--- src/hw/rtl/tbc_pkg.sv ---
// Shared constants and types of the triangle back-face cull block.
// No dependencies; every other file refers to this package by scoped names.
`timescale 1ns / 1ps
`default_nettype none

package tbc_pkg;

    localparam int COORD_W       = 24;
    localparam int IDX_W         = 10;
    localparam int TOTAL_W       = 11;
    localparam int MAX_TRIANGLES = 1024;

    // area = x0*(y1-y2) + x1*(y2-y0) + x2*(y0-y1)
    localparam int DIFF_W = COORD_W + 1;
    localparam int PROD_W = COORD_W + DIFF_W;
    localparam int AREA_W = PROD_W + 2;

    localparam int Q_DEPTH = 8;
    localparam int Q_PTR_W = 3;
    localparam int Q_CNT_W = 4;

    localparam int APB_DATA_W = 32;
    localparam int PADDR_W    = 3;

    // register select bit, paddr[2]
    localparam logic REG_FRONT_CW  = 1'b0;
    localparam logic REG_CULL_BACK = 1'b1;

    // classified triangle handed from the front to the back
    typedef struct packed {
        logic             keep;
        logic             batch_end;
        logic [IDX_W-1:0] tri_index;
    } t_cls;

endpackage

`default_nettype wire

--- src/hw/rtl/tbc_queue.sv ---
// Small flip-flop FIFO of classified triangles between front and back.
// Depends on tbc_pkg.
`timescale 1ns / 1ps
`default_nettype none

module tbc_queue (
    input  wire logic                        i_clk,
    input  wire logic                        i_rst_n,
    input  wire logic                        i_push,
    input  wire tbc_pkg::t_cls               i_data,
    input  wire logic                        i_pop,
    output      tbc_pkg::t_cls               o_head,
    output      logic                        o_empty,
    output      logic                        o_full,
    output      logic [tbc_pkg::Q_CNT_W-1:0] o_count
);

    tbc_pkg::t_cls                   r_mem [tbc_pkg::Q_DEPTH];
    logic [tbc_pkg::Q_PTR_W-1:0]     r_wr_ptr;
    logic [tbc_pkg::Q_PTR_W-1:0]     r_rd_ptr;
    logic [tbc_pkg::Q_CNT_W-1:0]     r_count;
    logic [tbc_pkg::Q_CNT_W-1:0]     n_count;

    assign o_head  = r_mem[r_rd_ptr];
    assign o_empty = (r_count == '0);
    assign o_full  = (r_count == tbc_pkg::Q_CNT_W'(tbc_pkg::Q_DEPTH));
    assign o_count = r_count;

    always_comb begin
        n_count = r_count;
        if (i_push && !i_pop) begin
            n_count = r_count + 1'b1;
        end else if (!i_push && i_pop) begin
            n_count = r_count - 1'b1;
        end
    end

    always_ff @(posedge i_clk) begin
        if (!i_rst_n) begin
            r_wr_ptr <= '0;
            r_rd_ptr <= '0;
            r_count  <= '0;
        end else begin
            if (i_push) begin
                r_wr_ptr <= r_wr_ptr + 1'b1;
            end
            if (i_pop) begin
                r_rd_ptr <= r_rd_ptr + 1'b1;
            end
            r_count <= n_count;
        end
    end

    always_ff @(posedge i_clk) begin
        if (i_push) begin
            r_mem[r_wr_ptr] <= i_data;
        end
    end

endmodule

`default_nettype wire

--- config.mk ---
export PLATFORM = sky130hd
export DESIGN_NAME = tbc_queue
export DESIGN_NICKNAME = d
export VERILOG_FILES = /design/src/hw/rtl/tbc_pkg.sv /design/src/hw/rtl/tbc_queue.sv
export SDC_FILE = /design/constraint.sdc
export NUM_CORES = 1
export LEC_CHECK = 0
export ABC_AREA = 0
export BUFFER_PORTS_ARGS = -buffer_cell sky130_fd_sc_hd__buf_4
export CORE_ASPECT_RATIO = 1.2
export CORE_UTILIZATION = 25
export DETAILED_ROUTE_END_ITERATION = 16
export PLACE_DENSITY = 0.37
export SLEW_MARGIN = 20
export SYNTH_ARGS = -nofsm -noshare
export SYNTH_HDL_FRONTEND = slang
export SYNTH_SLANG_ARGS = --single-unit
--- constraint.sdc ---
create_clock -name i_clk -period 3 [get_ports i_clk]
set_clock_uncertainty 0.15 [all_clocks]
set_input_delay 0.45 -clock i_clk [delete_from_list [all_inputs] [get_ports i_clk]]
set_output_delay 0.45 -clock i_clk [all_outputs]
set_load 0.05 [all_outputs]
After elaboration in Yosys (flattened, before gate mapping):

Memory sizes are Yosys's and may differ from the RTL's. A register that Yosys moved wholly into a read port is not among the register bits.
Cells that the tools add are included.

* memory bits (writable): 96
* word-level logic and storage cells: 21
* memories: 1
* bits of input ports: 16
* register bits: 10

* mux-type cells: 6
* reductions and logical operators: 6
* $add $sub $neg: 4
* equal/unequal tests: 1

Memories
* r_mem: words 8, bits a word 12, rd ports 1, clocked after Yosys merged registers in 1, write ports 1, RTL line tbc_queue.sv:18 `tbc_pkg::t_cls r_mem [tbc_pkg::Q_DEPTH];`

Operator list (number)
* $mux W4: 2
* $add A3 B1 Y3 const B: 2
* $mux W3: 2
* $add A4 B1 Y4 const B: 1
* $eq A4 B4 Y1 const B: 1
* $logic_not A4 Y1: 1
* $sub A4 B1 Y4 const B: 1
* $logic_and A1 B1 Y1: 2
* $logic_not A1 Y1: 2
* $mux W1: 2
* $reduce_bool A2 Y1: 1

Logic depth before layout (Yosys ltp):

Gate-level depths: netlist of run 1.

* word-level depth: 4
* gate-level depth with buffers: 8
* gate-level depth less buffers: 8

Worst setup path after synthesis of run 1:

Ideal clock, no wire load.

* kind: reg2out
* start point: register r_count (netlist bit o_count[3])
* end point: output port o_full
* arrival: 2.326 ns
* stages on the path, launching flop included: 2
* setup slack: 0.074 ns
* data required time: 2.400 ns
* path through: dfxtp_1 nor4b_1

* cells in the longest elaborated chain, start to end: 1

Ends and longest elaborated chain
* start: declaration: RTL line tbc_queue.sv:21 `logic [tbc_pkg::Q_CNT_W-1:0] r_count;`
* start signal: assignment: RTL line tbc_queue.sv:50 `r_count <= n_count;`
* $eq A4 B4 Y1: RTL line tbc_queue.sv:26 `assign o_full = (r_count == tbc_pkg::Q_CNT_W'(tbc_pkg::Q_DEPTH));`
* end: declaration: RTL line tbc_queue.sv:14 `output logic o_full,`

No other way between the ends.

==> results.py, run 1 <==
metrics = {
    "run_status": {
        "status": "finished clean",
    },
    "clocking": {
        "holdBufCountCts": 0,
        "post_cts_buffers": 0,
        "clock-sinks": 109,
        "cts_buffers": 9,
        "htreeDepth": 3,
        "path_clk_slew_ns": 0.07,
        "ctsResizeCount": 0,
        "root_buffer": "clkbuf_16",
        "tritoncts": "built",
        "clock_latency_ns": 0.34,
        "clockBufferDepth": 2,
    },
    "power": {
        "p_leak_nw": 1.76,
        "swShare_pct": 25.2,
        "total_power_mw": 3.41,
        "internal_power_mw": 2.55,
        "peakVddDrop_uv": 262,
        "clkPwrFrac_pct": 34.3,
        "p_comb_share_pct": 14.9,
        "p_seq_share_pct": 50.8,
        "power_density_nw_per_um2": 657,
        "power.net_switching_mw": 0.861,
    },
    "yosys": {
        "synth_flop_cell": "edfxtp_1",
        "synth_top_cell_by_area": "edfxtp_1",
        "yosys-top-cells-count": "edfxtp_1, mux4_1, dfxtp_1",
        "synth-edff-count": 96,
        "synth_cells": 208,
        "ys_seq_area_share_pct": 72.6,
        "async_reset_ff_share_pct": 0,
        "ys_ff_latch": 109,
        "syn-cell-area_sq_um": 4330,
        "syn-num-nets": 230,
        "ys_warn_count": 0,
        "synth_top_area_share_pct": 66.6,
        "yosysMostFrequentCell": "edfxtp_1",
        "synth_cell_types": 27,
        "syn-mean-instance-area_sq_um": 20.8,
        "synthTopCellsByArea": "edfxtp_1, mux4_1, dfxtp_1, mux2_2, mux4_2",
    },
    "die": {
        "dieArea_sq_um": 17800,
        "dieHeight_um": 146,
        "initial_utilization_pct": 25.6,
        "die_x_um": 122,
        "ios": 34,
        "core_sq_um": 16900,
        "num_rows": 52,
    },
    "timing": {
        "relSlewSlack_pct": 59.2,
        "slew_violations": 0,
        "finalSetupViolCount": 0,
        "fmax_mhz": 386,
        "final.setup.tns_ns": 0,
        "rsz0062_at_grt": "no",
        "worstMarginPinSlew_ns": 0.608,
        "post-route-period-util_pct": 86.4,
        "fin_crit_ns": 2.59,
        "fin_hold_ws_ns": 0.193,
        "final-hold-violation-count": 0,
    },
    "critical_path": {
        "critPathArrivalTime_ns": 1.99,
        "timing.critical_path.buf_inv": 2,
        "required_ns": 2.40,
        "critical_path_class": "flip-flop to primary output",
        "crit_fanout": 24,
        "crit_family": "multiplexers",
        "crit_path_end_kind": "primary output",
        "max_stage_delay_ns": 0.58,
        "crit_chain": "buf_12, mux4_1, mux2_2, buf_4",
        "cp-start-kind": "flip-flop",
        "cpMaxStageDelayCell": "mux4_1",
    },
    "final_layout": {
        "nFillCells": 1676,
        "nets": 277,
        "multi_input_area_sq_um": 1130,
        "drive_gt1_share_pct": 29.2,
        "area_growth_pct": 19.9,
        "antenna_cells": 0,
        "regArea_sq_um": 3140,
    },
    "routing": {
        "drtIter0Drc": 127,
        "wl_per_cell_um": 17.7,
        "viasPerCell": 4.24,
        "post-route-drc-count": 0,
        "wirelength_mm": 8.43,
        "first_pass_iters": 4,
        "antenna_left": 0,
        "vias": 2016,
    },
    "global_routing": {
        "antenna_found_initial": 0,
        "grt_pass1_vias": 2109,
        "grt_max_degree": 25,
        "grt_pass1_wl_mm": 12.8,
        "grt_overflow_total": 0,
        "track_usage_pct": 10.1,
    },
    "hold_path": {
        "hold_class": "primary input to flip-flop",
    },
    "place": {
        "dp_hpwl_mm": 5.18,
        "routabilityCongestion": 0.642,
        "io_buffers": 33,
    },
    "flow_run": {
        "cap_violations": 0,
    },
}
-- flip-flops by register name, summed over array words and instances, names as in the netlist, named ones only --
register / count
r_wr_ptr: 3
r_rd_ptr: 3
r_mem: 96
o_count: 4
-- routing by layer --
metal	GRT usage (%)	part of all wire, %
met2	16.1	49
met1	13.3	46
met4	3.84	1.3
met3	2.34	3.5
met5	0	0
-- kinds of logic after synthesis --
kind of cell / Yosys count / share of synthesized area (%)
DFF: 109 / 72.6
buffers and inverters: 11 / 1.53
xor gates and xnor gates: 6 / 1.21
muxes: 40 / 18.4
AOI/OAI and AO/OA: 4 / 0.549
and+or+nand+nor: 32 / 3.84
adders and majority gates: 6 / 1.91
-- power by group through the flow --
stage | sequential [mW] | clock, mW | combinational [mW]
after floorplan | 1.80 | 0 | 0.326
after global placement | 1.77 | 0 | 0.518
after detailed placement | 1.77 | 0 | 0.521
after CTS | 1.73 | 1.21 | 0.523
after global routing | 1.74 | 1.25 | 0.548
final | 1.73 | 1.17 | 0.509
-- through the flow --
step | setup slack [ns] | instance area (sq um) | utilization, % | instances
2_1_floorplan | 0.0742 | 4330 | - | 208
3_3_place_gp | 0.749 | 4900 | 29.0 | 460
3_5_place_dp | 0.732 | 4900 | 29.0 | 460
4_1_cts | 0.350 | 5190 | 30.7 | 476
5_1_grt | 0.330 | 5190 | 30.7 | 476
6_report | 0.407 | 5190 | 30.7 | 476
-- area by class of cell --
type	count	area share [%]
clock buffers	10	4.41
inverters	2	0.145
clock inverters	6	1.20
well taps	216	5.20
repair buffers	45	6.75
flip-flops and latches	109	60.5
multi-input cells	88	21.8
-- cells in the final DEF, fill, tap and decap left out, drive strengths merged --
| master | Yosys | routed |
|---|---|---|
| nand2 | 6 | 6 |
| buf | 5 | 45 |
| nor3 | 2 | 2 |
| xnor2 | 4 | 4 |
| edfxtp | 96 | 96 |
| nor4b | 1 | 1 |
| mux2i | 4 | 4 |
| fa | 1 | 1 |
| nor2 | 7 | 7 |
| o21ai | 1 | 1 |
| bufinv | 0 | 1 |
| and2 | 7 | 7 |
| dfxtp | 13 | 13 |
| clkbuf | 4 | 10 |
| ha | 5 | 5 |
| a31oi | 1 | 1 |
| nor2b | 3 | 3 |
| xor2 | 2 | 2 |
| clkinv | 0 | 2 |
| inv | 2 | 3 |
| nand3 | 1 | 1 |
| nor4 | 1 | 1 |
| clkinvlp | 0 | 2 |
| mux2 | 12 | 12 |
| a21oi | 1 | 1 |
| a211oi | 1 | 1 |
| mux4 | 24 | 24 |
| nand2b | 4 | 4 |
-- final timing paths --
| kind | from | end | slack, ns | depth (start not counted) |
|---|---|---|---|---|
| setup reg to reg | r_wr_ptr[0] | r_mem[7][8] | 1.19 | 3 |
| setup / recovery | flip-flop | o_head[6] | 0.41 | 4 |
| hold / removal | i_data[9] | r_mem[2][9] | 0.19 | 1 |
| hold reg to reg | o_count[3] | o_count[3] | 0.37 | 2 |
Power figures use the tool's default switching activity.
==> run 2: changes to the inputs <==
ABC_AREA = 1   (was 0)
clock period = 2.58 ns   (was 3 ns; I/O delays follow)
==> run 2 against run 1 <==
Sequential power increased by 16%. Register-to-register slack got worse by 0.12 ns. Synthesized cell count increased by 95%. Global-route usage increased by 2.1 points. Area after synthesis increased by 2.8%. Critical path depth increased by 3.
==> results.py, run 2 <==
metrics = {
    "die": {
        "dieArea_sq_um": 18300,
        "dieHeight_um": 148,
        "core_sq_um": 17400,
        "num_rows": 53,
        "die_x_um": 124,
        "initial_utilization_pct": 25.5,
        "ios": 34,
    },
    "power": {
        "peakVddDrop_uv": 334,
        "total_power_mw": 4.15,
        "p_leak_nw": 2.03,
        "power_density_nw_per_um2": 779,
    },
    "routing": {
        "vias": 2886,
        "viasPerCell": 4.28,
        "drtIter0Drc": 212,
        "post-route-drc-count": 0,
        "first_pass_iters": 4,
        "antenna_left": 0,
        "wirelength_mm": 10.5,
        "wl_per_cell_um": 15.6,
    },
    "timing": {
        "worstMarginPinSlew_ns": 0.596,
        "relSlewSlack_pct": 60.2,
        "final-hold-violation-count": 0,
        "setup_ws_ns": 0.289,
        "post-route-period-util_pct": 88.8,
        "rsz0062_at_grt": "no",
        "slew_violations": 0,
        "fmax_mhz": 437,
        "final.setup.tns_ns": 0,
        "fin_crit_ns": 2.29,
        "finalSetupViolCount": 0,
    },
    "yosys": {
        "syn-num-nets": 428,
        "synthTopCellsByArea": "edfxtp_1, nor2_1, nand2_1, dfxtp_1, o21ai_0",
        "synth_flop_cell": "edfxtp_1",
        "syn-cell-area_sq_um": 4450,
        "yosysMostFrequentCell": "nor2_1",
        "synth_top_cell_by_area": "edfxtp_1",
        "synth_cell_types": 21,
        "syn-mean-instance-area_sq_um": 11.0,
        "synth-edff-count": 96,
        "synth_top_area_share_pct": 64.8,
        "ys_ff_latch": 109,
        "yosys-top-cells-count": "nor2_1, edfxtp_1, nand2_1",
        "synth_cells": 406,
        "ys_seq_area_share_pct": 70.6,
        "ys_warn_count": 0,
        "async_reset_ff_share_pct": 0,
    },
    "final_layout": {
        "drive_gt1_share_pct": 15.0,
        "multi_input_area_sq_um": 1160,
        "largest_reg_flops": 96,
        "nFillCells": 1809,
        "final_cell_mix": "nor2_1, edfxtp_1, nand2_1",
        "regArea_sq_um": 3140,
        "regMostFlops": "r_mem",
        "fin_cells": 674,
        "layout_commonest_cell": "nor2_1",
        "area_growth_pct": 19.8,
        "nets": 471,
        "fin_util_pct": 30.6,
        "antenna_cells": 0,
    },
    "critical_path": {
        "required_ns": 2.04,
        "crit_chain": "inv_2, buf_4, o21ai_0, nand2_1, nand2_1, nand2_1, buf_4",
        "crit_path_frequent_cell": "nand2_1",
        "cp-start-kind": "flip-flop",
        "crit_path_end_kind": "primary output",
        "max_stage_delay_ns": 0.34,
        "rr_startpoint": "r_wr_ptr[0]",
        "r2r_end": "r_mem[2][7]",
        "r2r_cells": 3,
        "cpMaxStageDelayCell": "dfxtp_1",
        "critPathArrivalTime_ns": 1.75,
        "r2r_slack_ns": 1.07,
        "critical_path_class": "flip-flop to primary output",
        "crit_fanout": 20,
    },
    "clocking": {
        "clock-sinks": 109,
        "holdBufCountCts": 0,
        "htreeDepth": 3,
        "post_cts_buffers": 0,
        "clockBufferDepth": 2,
        "path_clk_slew_ns": 0.07,
        "cts_buffers": 9,
        "root_buffer": "clkbuf_16",
        "ctsResizeCount": 0,
        "tritoncts": "built",
        "clock_latency_ns": 0.34,
    },
    "place": {
        "routabilityCongestion": 0.730,
        "dp_hpwl_mm": 6.29,
        "preCtsSetupSlack_ns": 0.555,
        "io_buffers": 33,
        "dp_cells": 658,
    },
    "global_routing": {
        "track_usage_pct": 12.2,
        "antenna_found_initial": 0,
        "grt_overflow_total": 0,
        "grt_pass1_wl_mm": 16.1,
        "grt_pass1_vias": 2839,
        "grt_max_degree": 49,
    },
    "hold_path": {
        "whs_endpoint": "r_mem[4][10]",
        "min_path_cells": 1,
        "min_from": "i_data[10]",
        "hold_class": "primary input to flip-flop",
    },
    "flow_run": {
        "cap_violations": 0,
    },
    "run_status": {
        "status": "finished clean",
    },
}
## run 2: changes by cell type after synthesis, moves of 4 or more
cell / change
nor2_1: +108
nand2_1: +70
o21ai_0: +26
o21ai_1: +26
mux4_1: -21
mux2_2: -12
inv_1: +10
buf_2: +8
and2_1: -7
a21oi_1: +4
mux2i_1: -4
nand2b_1: -4
## run 2: area by class of cell
class / count / share of cell area (%)
sequential: 109 / 59.0
multi-input combinational: 266 / 21.8
timing repair buffer: 49 / 7.14
tap: 220 / 5.16
clock buffer: 12 / 4.62
clock inverter: 4 / 1.36
inverter: 14 / 0.986
## run 2: critical path: cells and delay by family, from the launching register on
family / cells / cell delay, ns
AO/OA/AOI/OAI: 1 / 0.11
buffers and inverters: 3 / 0.74
flip-flops: 1 / 0.34
AND/OR/NAND/NOR: 3 / 0.21
## run 2: power breakdown
group          internal [mW]  total, mW  leakage [nW]  switching [mW]
sequential              1.97       2.00         0.979          0.0281
combinational          0.205      0.663         0.893           0.458
clock                  0.877       1.49         0.153           0.611
## run 2: kinds of logic after synthesis
group	Yosys count	synth area share, %
flip-flops	109	70.6
XOR/XNOR	3	0.590
AND/OR/NAND/NOR	199	17.1
buffers and inverters	31	3.32
adder cells (fa/ha/maj)	6	1.86
AO/OA/AOI/OAI	58	6.52
## run 2: how the worst max path moves through the flow
stage | start | endpoint | slack, ns | depth (start not counted)
2_1_floorplan | o_count[1] | o_empty | 0.11 | 2
3_3_place_gp | i_pop | o_count[3] | 0.58 | 10
3_5_place_dp | i_pop | o_count[3] | 0.56 | 10
4_1_cts | flip-flop | o_head[9] | 0.24 | 7
5_1_grt | flip-flop | o_head[10] | 0.13 | 7
6_report | flip-flop | o_head[9] | 0.29 | 7
## run 2: metrics by stage
stage	hold WS (ns)	area (sq um)
floorplan	0.319	4450
finish	0.123	5330
global placement	0.334	5010
CTS	0.117	5330
global route	0.118	5330
detailed placement	0.335	5010
## run 2: layer usage
metal / vias to the layer above / GRT usage [%] / routed length [um]
li1: 1450 / - / -
met1: 1392 / 15.0 / 4750
met2: 33 / 20.8 / 5340
met3: 11 / 2.42 / 285
met4: 0 / 5.00 / 163
met5: - / 0 / 0
