<file path="src/hw/rtl/tbc_pkg.sv">
// Shared constants and types of the triangle back-face cull block.
// No dependencies; every other file refers to this package by scoped names.
`timescale 1ns / 1ps
`default_nettype none

package tbc_pkg;

    localparam int COORD_W       = 24;
    localparam int IDX_W         = 10;
    localparam int TOTAL_W       = 11;
    localparam int MAX_TRIANGLES = 1024;

    // area = x0*(y1-y2) + x1*(y2-y0) + x2*(y0-y1)
    localparam int DIFF_W = COORD_W + 1;
    localparam int PROD_W = COORD_W + DIFF_W;
    localparam int AREA_W = PROD_W + 2;

    localparam int Q_DEPTH = 8;
    localparam int Q_PTR_W = 3;
    localparam int Q_CNT_W = 4;

    localparam int APB_DATA_W = 32;
    localparam int PADDR_W    = 3;

    // register select bit, paddr[2]
    localparam logic REG_FRONT_CW  = 1'b0;
    localparam logic REG_CULL_BACK = 1'b1;

    // classified triangle handed from the front to the back
    typedef struct packed {
        logic             keep;
        logic             batch_end;
        logic [IDX_W-1:0] tri_index;
    } t_cls;

endpackage

`default_nettype wire

</file>
<file path="src/hw/rtl/tbc_if.sv">
// Valid/ready channel interfaces: triangle requests in, kept-index results out.
// Depends on tbc_pkg for field widths.
`timescale 1ns / 1ps
`default_nettype none


interface tbc_res_if;
    logic                         valid;
    logic                         ready;
    logic [tbc_pkg::IDX_W-1:0]    kept_index;
    logic                         index_valid;
    logic                         is_last;
    logic [tbc_pkg::TOTAL_W-1:0]  kept_total;

    modport source (output valid, kept_index, index_valid, is_last, kept_total,
                    input ready);
    modport sink   (input valid, kept_index, index_valid, is_last, kept_total,
                    output ready);
endinterface

`default_nettype wire

</file>
<file path="src/hw/rtl/tbc_back.sv">
// Back part: keeps the batch count, compacts kept indices, pads odd batches,
// and drives the result register. Depends on tbc_pkg and tbc_res_if.
`timescale 1ns / 1ps
`default_nettype none

module tbc_back (
    input  wire logic          i_clk,
    input  wire logic          i_rst_n,
    input  wire tbc_pkg::t_cls i_head,
    input  wire logic          i_empty,
    output      logic          o_pop,
    tbc_res_if.source          o_res
);

    logic [tbc_pkg::TOTAL_W-1:0] r_count;
    logic [tbc_pkg::IDX_W-1:0]   r_last;
    logic                        r_pend;
    logic [tbc_pkg::IDX_W-1:0]   r_pend_idx;
    logic [tbc_pkg::TOTAL_W-1:0] r_pend_total;
    logic                        r_out_valid;
    logic [tbc_pkg::IDX_W-1:0]   r_out_idx;
    logic                        r_out_idx_valid;
    logic                        r_out_last;
    logic [tbc_pkg::TOTAL_W-1:0] r_out_total;

    logic                        n_keep;
    logic [tbc_pkg::TOTAL_W-1:0] n_cnt;
    logic [tbc_pkg::TOTAL_W-1:0] n_cnt_pad;
    logic [tbc_pkg::IDX_W-1:0]   n_last;
    logic                        n_has_res;
    logic                        n_two;
    logic                        n_slot;
    logic [tbc_pkg::IDX_W-1:0]   n_idx;
    logic                        n_idx_valid;
    logic                        n_is_last;
    logic [tbc_pkg::TOTAL_W-1:0] n_total;

    // kept triangles past capacity are dropped
    assign n_keep    = i_head.keep
                    && (r_count < tbc_pkg::TOTAL_W'(tbc_pkg::MAX_TRIANGLES));
    assign n_cnt     = r_count + tbc_pkg::TOTAL_W'(n_keep);
    assign n_cnt_pad = n_cnt + 1'b1;
    assign n_last    = n_keep ? i_head.tri_index : r_last;
    assign n_has_res = n_keep || i_head.batch_end;
    // kept item that makes an odd batch end: index, then padding repeat
    assign n_two     = n_keep && i_head.batch_end && n_cnt[0];

    assign n_slot = !r_out_valid || o_res.ready;
    assign o_pop  = !i_empty && !r_pend && (n_slot || !n_has_res);

    always_comb begin
        n_idx       = i_head.tri_index;
        n_idx_valid = 1'b1;
        n_is_last   = 1'b0;
        n_total     = '0;
        if (i_head.batch_end && !n_two) begin
            n_is_last = 1'b1;
            if (n_cnt[0]) begin
                n_idx   = n_last;
                n_total = n_cnt_pad;
            end else begin
                n_idx       = n_keep ? i_head.tri_index : '0;
                n_idx_valid = n_keep;
                n_total     = n_cnt;
            end
        end
    end

    always_ff @(posedge i_clk) begin
        if (!i_rst_n) begin
            r_count     <= '0;
            r_last      <= '0;
            r_pend      <= 1'b0;
            r_out_valid <= 1'b0;
        end else begin
            if (o_pop) begin
                r_count <= i_head.batch_end ? '0 : n_cnt;
                r_last  <= i_head.batch_end ? '0 : n_last;
            end
            if (n_slot) begin
                if (r_pend) begin
                    r_out_valid <= 1'b1;
                    r_pend      <= 1'b0;
                end else if (o_pop && n_has_res) begin
                    r_out_valid <= 1'b1;
                    r_pend      <= n_two;
                end else begin
                    r_out_valid <= 1'b0;
                end
            end
        end
    end

    always_ff @(posedge i_clk) begin
        if (n_slot) begin
            if (r_pend) begin
                r_out_idx       <= r_pend_idx;
                r_out_idx_valid <= 1'b1;
                r_out_last      <= 1'b1;
                r_out_total     <= r_pend_total;
            end else begin
                r_out_idx       <= n_idx;
                r_out_idx_valid <= n_idx_valid;
                r_out_last      <= n_is_last;
                r_out_total     <= n_total;
            end
        end
        if (o_pop) begin
            r_pend_idx   <= i_head.tri_index;
            r_pend_total <= n_cnt_pad;
        end
    end

    assign o_res.valid       = r_out_valid;
    assign o_res.kept_index  = r_out_idx;
    assign o_res.index_valid = r_out_idx_valid;
    assign o_res.is_last     = r_out_last;
    assign o_res.kept_total  = r_out_total;

endmodule

`default_nettype wire

</file>
<file path="src/flat_wrapper.sv">
// flat-port wrapper written by rule: the top's interface ports become plain ports
module tbc_back_flat 
  (i_clk, i_rst_n, i_head, i_empty, o_pop, o_res_valid, o_res_kept_index, o_res_index_valid, o_res_is_last, o_res_kept_total, o_res_ready);
  tbc_res_if o_res_i ();
  input  wire logic i_clk;
  input  wire logic i_rst_n;
  input  wire tbc_pkg::t_cls i_head;
  input  wire logic i_empty;
  output      logic o_pop;
  output wire logic [$bits(o_res_i.valid)-1:0] o_res_valid;
  output wire logic [$bits(o_res_i.kept_index)-1:0] o_res_kept_index;
  output wire logic [$bits(o_res_i.index_valid)-1:0] o_res_index_valid;
  output wire logic [$bits(o_res_i.is_last)-1:0] o_res_is_last;
  output wire logic [$bits(o_res_i.kept_total)-1:0] o_res_kept_total;
  input wire logic [$bits(o_res_i.ready)-1:0] o_res_ready;
  assign o_res_valid = o_res_i.valid;
  assign o_res_kept_index = o_res_i.kept_index;
  assign o_res_index_valid = o_res_i.index_valid;
  assign o_res_is_last = o_res_i.is_last;
  assign o_res_kept_total = o_res_i.kept_total;
  assign o_res_i.ready = o_res_ready;
  tbc_back u_core (.i_clk(i_clk), .i_rst_n(i_rst_n), .i_head(i_head), .i_empty(i_empty), .o_pop(o_pop), .o_res(o_res_i));
endmodule
</file>
<file path="config.mk">
export PLATFORM = sky130hd
export DESIGN_NAME = tbc_back_flat
export DESIGN_NICKNAME = d
export VERILOG_FILES = /design/src/hw/rtl/tbc_pkg.sv /design/src/hw/rtl/tbc_if.sv /design/src/hw/rtl/tbc_back.sv /design/src/flat_wrapper.sv
export SDC_FILE = /design/constraint.sdc
export NUM_CORES = 1
export LEC_CHECK = 0
export BUFFER_PORTS_ARGS = -buffer_cell sky130_fd_sc_hd__buf_2
export CORE_ASPECT_RATIO = 1.4
export CORE_MARGIN = 10
export CORE_UTILIZATION = 40
export DETAILED_ROUTE_END_ITERATION = 10
export GPL_TIMING_DRIVEN = 0
export SYNTH_ARGS = -nofsm -noshare
export SYNTH_HDL_FRONTEND = slang
export SYNTH_SLANG_ARGS = --single-unit
export TNS_END_PERCENT = 30
</file>
<file path="constraint.sdc">
create_clock -name i_clk -period 4 [get_ports i_clk]
set_input_delay 0.4 -clock i_clk [delete_from_list [all_inputs] [get_ports i_clk]]
set_output_delay 0.4 -clock i_clk [all_outputs]
set_load 0.02 [all_outputs]
</file>
======== After elaboration in Yosys (flattened, before gate mapping) ========
Cells that the tools add are included.
operators by class
  add/subtract/negate cells ............... 2
  multipliers ............................. 0
  div/mod/pow operators ................... 0
  order comparisons ....................... 1
  equal/unequal tests ..................... 0
  shift-type cells ........................ 0
  mux-type cells .......................... 15
  bitwise logic cells ..................... 1
  reductions and logical operators ........ 16
operator list
  kind                                                              number
  10-bit two-way mux                                                6
  11-bit two-way mux                                                4
  11-bit by 1-bit adder with 11-bit output                          1
  11-bit by 1-bit adder with 11-bit output (second input constant)  1
  11-bit < comparator (second input constant)                       1
  1-bit logical AND                                                 7
  1-bit zero test                                                   5
  1-bit two-way mux                                                 5
  1-bit logical OR                                                  3
  3-bit OR reduction                                                1
  1-bit inverter                                                    1
word-level totals
  register bits ........................... 67
  bits in latches ......................... 0
  bits in writable memories ............... 0
  memory bits (read-only) ................. 0
  bits of input ports ..................... 16
  output and inout port bits .............. 25
  word-level logic and storage cells ...... 45
  memories kept ........................... 0

======== Longest topological paths before layout ========
Gate-level depths: netlist (run 1).
  word-level depth ........................ 9
  depth in mapped cells ................... 10
  gate-level depth less buffers ........... 9

======== Worst setup path before layout (run 1) ========
Ideal clock, no wire load.
  kind .................................... register -> output
  start ................................... reg u_core.r_out_valid (netlist: u_core.o_res.valid)
  end ..................................... out o_pop
  arrival time ............................ 2.168 ns
  setup slack ............................. 1.432 ns
  stages on the path, launching flop included .. 7
  buffers on the path ..................... 2
  cells stage by stage .................... dfxtp_1 -> nor2b_1 -> buf_2 -> inv_1 -> o21bai_2 -> buf_2 -> inv_1
between the ends
  word-level cells in the longest chain between the ends .. 4
RTL lines
  item                      line               text
  start: declaration        tbc_back.sv:20     logic r_out_valid;
  start signal: assignment  tbc_back.sv:74     r_out_valid <= 1'b0;
  start signal: assignment  tbc_back.sv:82     r_out_valid <= 1'b1;
  start signal: assignment  tbc_back.sv:85     r_out_valid <= 1'b1;
  1-bit zero test           tbc_back.sv:48     assign n_slot = !r_out_valid || o_res.ready;
  1-bit logical OR          tbc_back.sv:48
  1-bit logical OR          tbc_back.sv:49     assign o_pop = !i_empty && !r_pend && (n_slot || !n_has_res);
  1-bit logical AND         tbc_back.sv:49
  end: declaration          flat_wrapper.sv:9  output logic o_pop;
No other way between the ends.

======== Worst setup path after layout (run 1) ========
Ends and elaborated chain as after synthesis.

==> qor.txt, run 1 <==
Run status - completed
Post-CTS resize count - 0
Via Count - 2618
Final nets - 390
FF+latch count, synth - 67
Worst EP arrival - 3290 ps
FMAX - 0.271 GHz
Final setup vio count - 0
Share of cells above drive strength 1 - 0.202
Cell row count - 39
Die W - 98.2 um
Power Density - 448 nW/um^2
Gpl congestion - 0.957
Rel. slew slack - 0.350
RSZ-0062 raised after global routing - false
Hold buffer count at CTS - 0
Critical Path Source Type - register
CTS clock-pin slew for the worst setup and hold paths - 60 ps
Setup bufs post-CTS - 0
Maximum VDD drop - 0.259 mV
Post-Place Setup Slack - 407 ps
Deepest clock path buffer count - 2
Worst setup margin - 312 ps
Type of the tightest min-delay check - in2reg
Initial Util - 0.415
Post-synth ARST share - 0
Synth unique cells - 61
Critical path's slowest cell - o21bai_2
Htree depth - 3
CORE AREA - 8250 um^2
WL final - 8420 um
CTS tree - built
RR Startpoint - u_core.o_res.valid$_SDFFE_PN0N_
Cell mode on critical path - buf_2
Seq/Total Area, Yosys - 0.520
Design area - 4100 um^2
Most frequent cells in the layout - buf_2 (44), edfxtp_1 (44), nand2_1 (38)
Main flop type after synthesis - edfxtp_1
I/O pins - 41
WP data required - 3600 ps
GRT Resource Usage Total - 0.137
Routed len/inst - 17.6 um
Post-route DRC - 0
Setup CP Type - reg2out
Worst-Skew Late Latency - 330 ps
Final hold vios - 0
EDFF count, synth - 44
Hold Crit Start - i_head[6]
Worst-path cell chain - nor2b_1 > buf_2 > clkinvlp_4 > o21bai_2 > buf_2 > inv_1 > buf_2
Initial DRC count - 130
Antenna Violating Nets Remaining - 0
Critical path fanouts, max - 24
Clk sink count - 67
Layout area overhead - 19.7%
Die area - 12700 um^2
Cell Area, Placed - 3750 um^2
Setup_tns - 0 ps
First-pass GRT wire length - 13800 um
Max-Cap Viols - 0
HPWL Detailed - 6160 um
Worst-margin pin slew - 974 ps
Worst Setup SP - u_core.o_res.valid$_SDFFE_PN0N_
Total CTS buffers - 9
Syn_nets - 339
Synth Cell Area - 3430 um^2
# diodes - 0
Worst Skew - 5.95 ps
CTS Root Cell - clkbuf_16
Post-synthesis cell count - 320
DR pass1 iterations - 4
Max-slew violation count - 0
Total grt overflow - 0
Antenna violations before repair - 0
Largest net degree at the start of global routing - 25
YS warnings - 0
Tcrit/Tclk final - 0.922
Die Ht - 130 um
Via/cell ratio - 5.48
Leak - 1.57 nW
I/O Buffers - 40
CP max stage delay - 620 ps
Number of global-route vias before repair - 2724
Critical Path End Type - primary output
Synthesized area per cell - 10.7 um^2
Crit path time final - 3690 ps
==> report_power, final <==
group / internal (W) / leakage [nW] / switching (W)
logic: 0.0000457 / 0.756 / 0.000105
registers: 0.000778 / 0.649 / 0.00000995
clock network: 0.000610 / 0.163 / 0.000288
total: 0.00143 / 1.57 / 0.000403
==> final timing paths <==
path / cells past startpoint / slack, ps / endpoint
worst max-delay path: 7 / 310 / o_pop
worst min-delay path: 1 / 280 / u_core.r_pend_idx[6]$_DFFE_PP_
worst max register to register: 6 / 970 / u_core.r_pend_total[3]$_DFFE_PP_
worst min register to register: 2 / 510 / u_core.o_res.kept_index[4]$_DFFE_PN_
==> metrics by stage <==
stage | hold WS [ps] | cells | util | power, W
2_1_floorplan | 486 | 320 | - | 0.000895
3_3_place_gp | 500 | 462 | 0.455 | 0.000952
3_5_place_dp | 500 | 462 | 0.455 | 0.000955
4_1_cts | 267 | 478 | 0.497 | 0.00186
5_1_grt | 275 | 478 | 0.497 | 0.00191
6_report | 279 | 478 | 0.497 | 0.00184
==> logic make-up after synthesis <==
kind of cell    after synthesis  share of synthesized area
buf+inv                      26                     0.0365
xor+xnor                     20                     0.0511
compound gates               80                      0.176
mux                           2                    0.00584
fa+ha+maj                     4                     0.0139
simple gates                121                      0.196
flops                        67                      0.520
==> sequential cells by signal, indices dropped and copies added, names as in the netlist <==
name                      cells
u_core.r_pend                 1
u_core.r_pend_total          11
u_core.r_count               11
u_core.o_res.kept_index      10
u_core.o_res.is_last          1
u_core.o_res.index_valid      1
u_core.r_last                10
u_core.r_pend_idx            10
u_core.o_res.valid            1
u_core.o_res.kept_total      11
==> final cells by class <==
class | count | area (um^2)
plain buffers | 20 | 103
clock buffers | 10 | 229
clock inverters | 6 | 115
fillers | 784 | 4150
inverters | 6 | 26.3
multi-input cells | 227 | 1520
flip-flops and latches | 67 | 1780
well taps | 102 | 128
repair buffers | 40 | 200
==> critical path: cells and delay by family (launching register included) <==
kind,cells,cell delay (ps)
compound gates,1,620
buf+inv,5,1860
flops,1,330
simple gates,1,130
==> synthesized netlist by cell type (all sizes together) (4+ instances only) <==
master    n  area (um^2)
edfxtp   44         1320
nand2    38          143
dfxtp    23          460
a22oi    18          135
xnor2    15          131
a21oi    13         65.1
clkbuf   12         45.0
nor2     12         47.6
nor2b    11         68.8
o21ai    10         50.1
and2      9         56.3
a21boi    8         60.1
buf       8         57.6
and3      6         37.5
inv       6         22.5
nand2b    6         37.5
nand3     6         30.0
o2bb2ai   6         52.6
nand4     5         43.8
nor4      5         31.3
xor2      5         43.8
nand3b    4         30.0
nor3      4         20.0
==> metal layers <==
layer,routed length (um),vias up,track usage
li1,-,1299,-
met1,3450,1238,0.146
met2,4350,65,0.244
met3,353,16,0.0309
met4,259,0,0.0786
met5,0,-,0
Note: power is estimated with default switching activity, not from simulation.
==> inputs of run 2 (changes only) <==
--- a/config.mk
+++ b/config.mk
@@ -8,9 +8,8 @@
 export BUFFER_PORTS_ARGS = -buffer_cell sky130_fd_sc_hd__buf_2
 export CORE_ASPECT_RATIO = 1.4
 export CORE_MARGIN = 10
-export CORE_UTILIZATION = 40
+export CORE_UTILIZATION = 35
 export DETAILED_ROUTE_END_ITERATION = 10
-export GPL_TIMING_DRIVEN = 0
 export SYNTH_ARGS = -nofsm -noshare
 export SYNTH_HDL_FRONTEND = slang
 export SYNTH_SLANG_ARGS = --single-unit
==> qor.txt, run 2 (synthesis results as in run 1) <==
Maximum VDD drop - 0.193 mV
Combinational power share - 0.089
Critical Path End Type - register
WL final - 8450 um
Type of the tightest min-delay check - in2reg
I/O Buffers - 40
Htree depth - 3
Total grt overflow - 0
CTS Root Cell - clkbuf_16
Die Ht - 137 um
Worst EP arrival - 3330 ps
GRT Resource Usage Total - 0.122
Initial DRC count - 147
DR pass1 iterations - 4
Power Density - 416 nW/um^2
Via Count - 2610
Overall Power - 0.00166 W
Tcrit/Tclk final - 0.815
Largest net degree at the start of global routing - 28
Cell Area, Placed - 3720 um^2
Clock power share - 0.436
Net Sw Frac - 0.234
Layout area overhead - 16.8%
Routed len/inst - 17.2 um
Die area - 14200 um^2
Antenna violations before repair - 0
R2R depth - 8
Rel. slew slack - 0.412
NetSw - 0.000390 W
Post-route DRC - 0
Most frequent cells in the layout - edfxtp_1 (44), buf_2 (40), nand2_1 (38)
Part of the power in registers - 0.474
Initial Util - 0.360
RSZ-0062 raised after global routing - false
Hold buffer count at CTS - 0
HPWL Detailed - 6010 um
Share of cells above drive strength 1 - 0.197
Hold Crit Depth - 1
Run status - completed
FMAX - 0.307 GHz
Critical path fanouts, max - 20
Post-CTS resize count - 0
Post-Place Setup Slack - 746 ps
Max-slew violation count - 0
# diodes - 0
CTS clock-pin slew for the worst setup and hold paths - 50 ps
Via/cell ratio - 5.30
Total CTS buffers - 9
Design area - 4000 um^2
Final setup vio count - 0
WP data required - 4070 ps
Setup bufs post-CTS - 0
Antenna Violating Nets Remaining - 0
Max-Cap Viols - 0
Worst setup margin - 742 ps
Die W - 104 um
First-pass GRT wire length - 13900 um
Worst-Skew Late Latency - 330 ps
I/O pins - 41
Clk sink count - 67
Final hold vios - 0
Setup_tns - 0 ps
Internal power - 0.00127 W
Deepest clock path buffer count - 2
CTS tree - built
Worst Skew - 3.62 ps
Critical Path Source Type - register
Gpl congestion - 0.890
Crit path time final - 3260 ps
CORE AREA - 9510 um^2
Cell row count - 42
Final nets - 374
Worst-margin pin slew - 883 ps
Leak - 1.50 nW
Commonest non-fill, non-tap cell in the layout - edfxtp_1
Setup CP Type - reg2reg
Number of global-route vias before repair - 2578
[run 2: changes by cell type in the layout (fill, tap and decap cells not counted), sizes merged]
cell / delta
buf: -4
bufinv: -3
clkbuf: -10
inv: +1
[run 2: final cells by class]
cell class,instances,area (um^2)
Clock buffer,12,256
Timing Repair Buffer,44,230
Fill cell,921,5510
Sequential cell,67,1780
Inverter,6,22.5
Tap cell,132,165
Multi-Input combinational cell,227,1520
Clock inverter,4,25.0
[run 2: power by group through the flow]
| stage | clock (W) | combinational, W | sequential [W] |
|---|---|---|---|
| 2_1_floorplan | 0 | 0.0000676 | 0.000827 |
| 3_3_place_gp | 0 | 0.000150 | 0.000802 |
| 3_5_place_dp | 0 | 0.000151 | 0.000803 |
| 4_1_cts | 0.000750 | 0.000151 | 0.000789 |
| 5_1_grt | 0.000780 | 0.000163 | 0.000792 |
| 6_report | 0.000726 | 0.000149 | 0.000789 |
[run 2: path summary, 6_finish.rpt]
path | start | end | slack [ps]
min reg2reg | u_core.r_pend_idx[3]$_DFFE_PP_ | u_core.o_res.kept_index[3]$_DFFE_PN_ | 510
max reg2reg | u_core.r_count[10]$_SDFFE_PN0P_ | u_core.r_pend_total[10]$_DFFE_PP_ | 740
min | i_head[1] | u_core.r_pend_idx[1]$_DFFE_PP_ | 290
max | u_core.r_count[10]$_SDFFE_PN0P_ | u_core.r_pend_total[10]$_DFFE_PP_ | 740
[run 2: through the flow]
step | hold WS, ps | util | instances
2_1_floorplan | 486 | - | 320
3_3_place_gp | 495 | 0.391 | 476
3_5_place_dp | 502 | 0.391 | 476
4_1_cts | 269 | 0.421 | 492
5_1_grt | 280 | 0.421 | 492
6_report | 287 | 0.421 | 492
[run 2: critical path, stage by stage, from the launching register on]
cell       delay [ps]
dfxtp_1           420
nand2b_1          450
inv_2             150
ha_1              690
ha_1              330
o2111ai_1         190
a32oi_2           410
o211ai_2          200
xnor2_1           160
[run 2: per-layer routing]
layer,vias to the layer above,share of wire,GRT usage
met1,1267,0.43,0.136
met4,0,0.016,0.0495
met5,-,0,0
met3,12,0.043,0.0320
li1,1265,-,-
met2,66,0.51,0.218
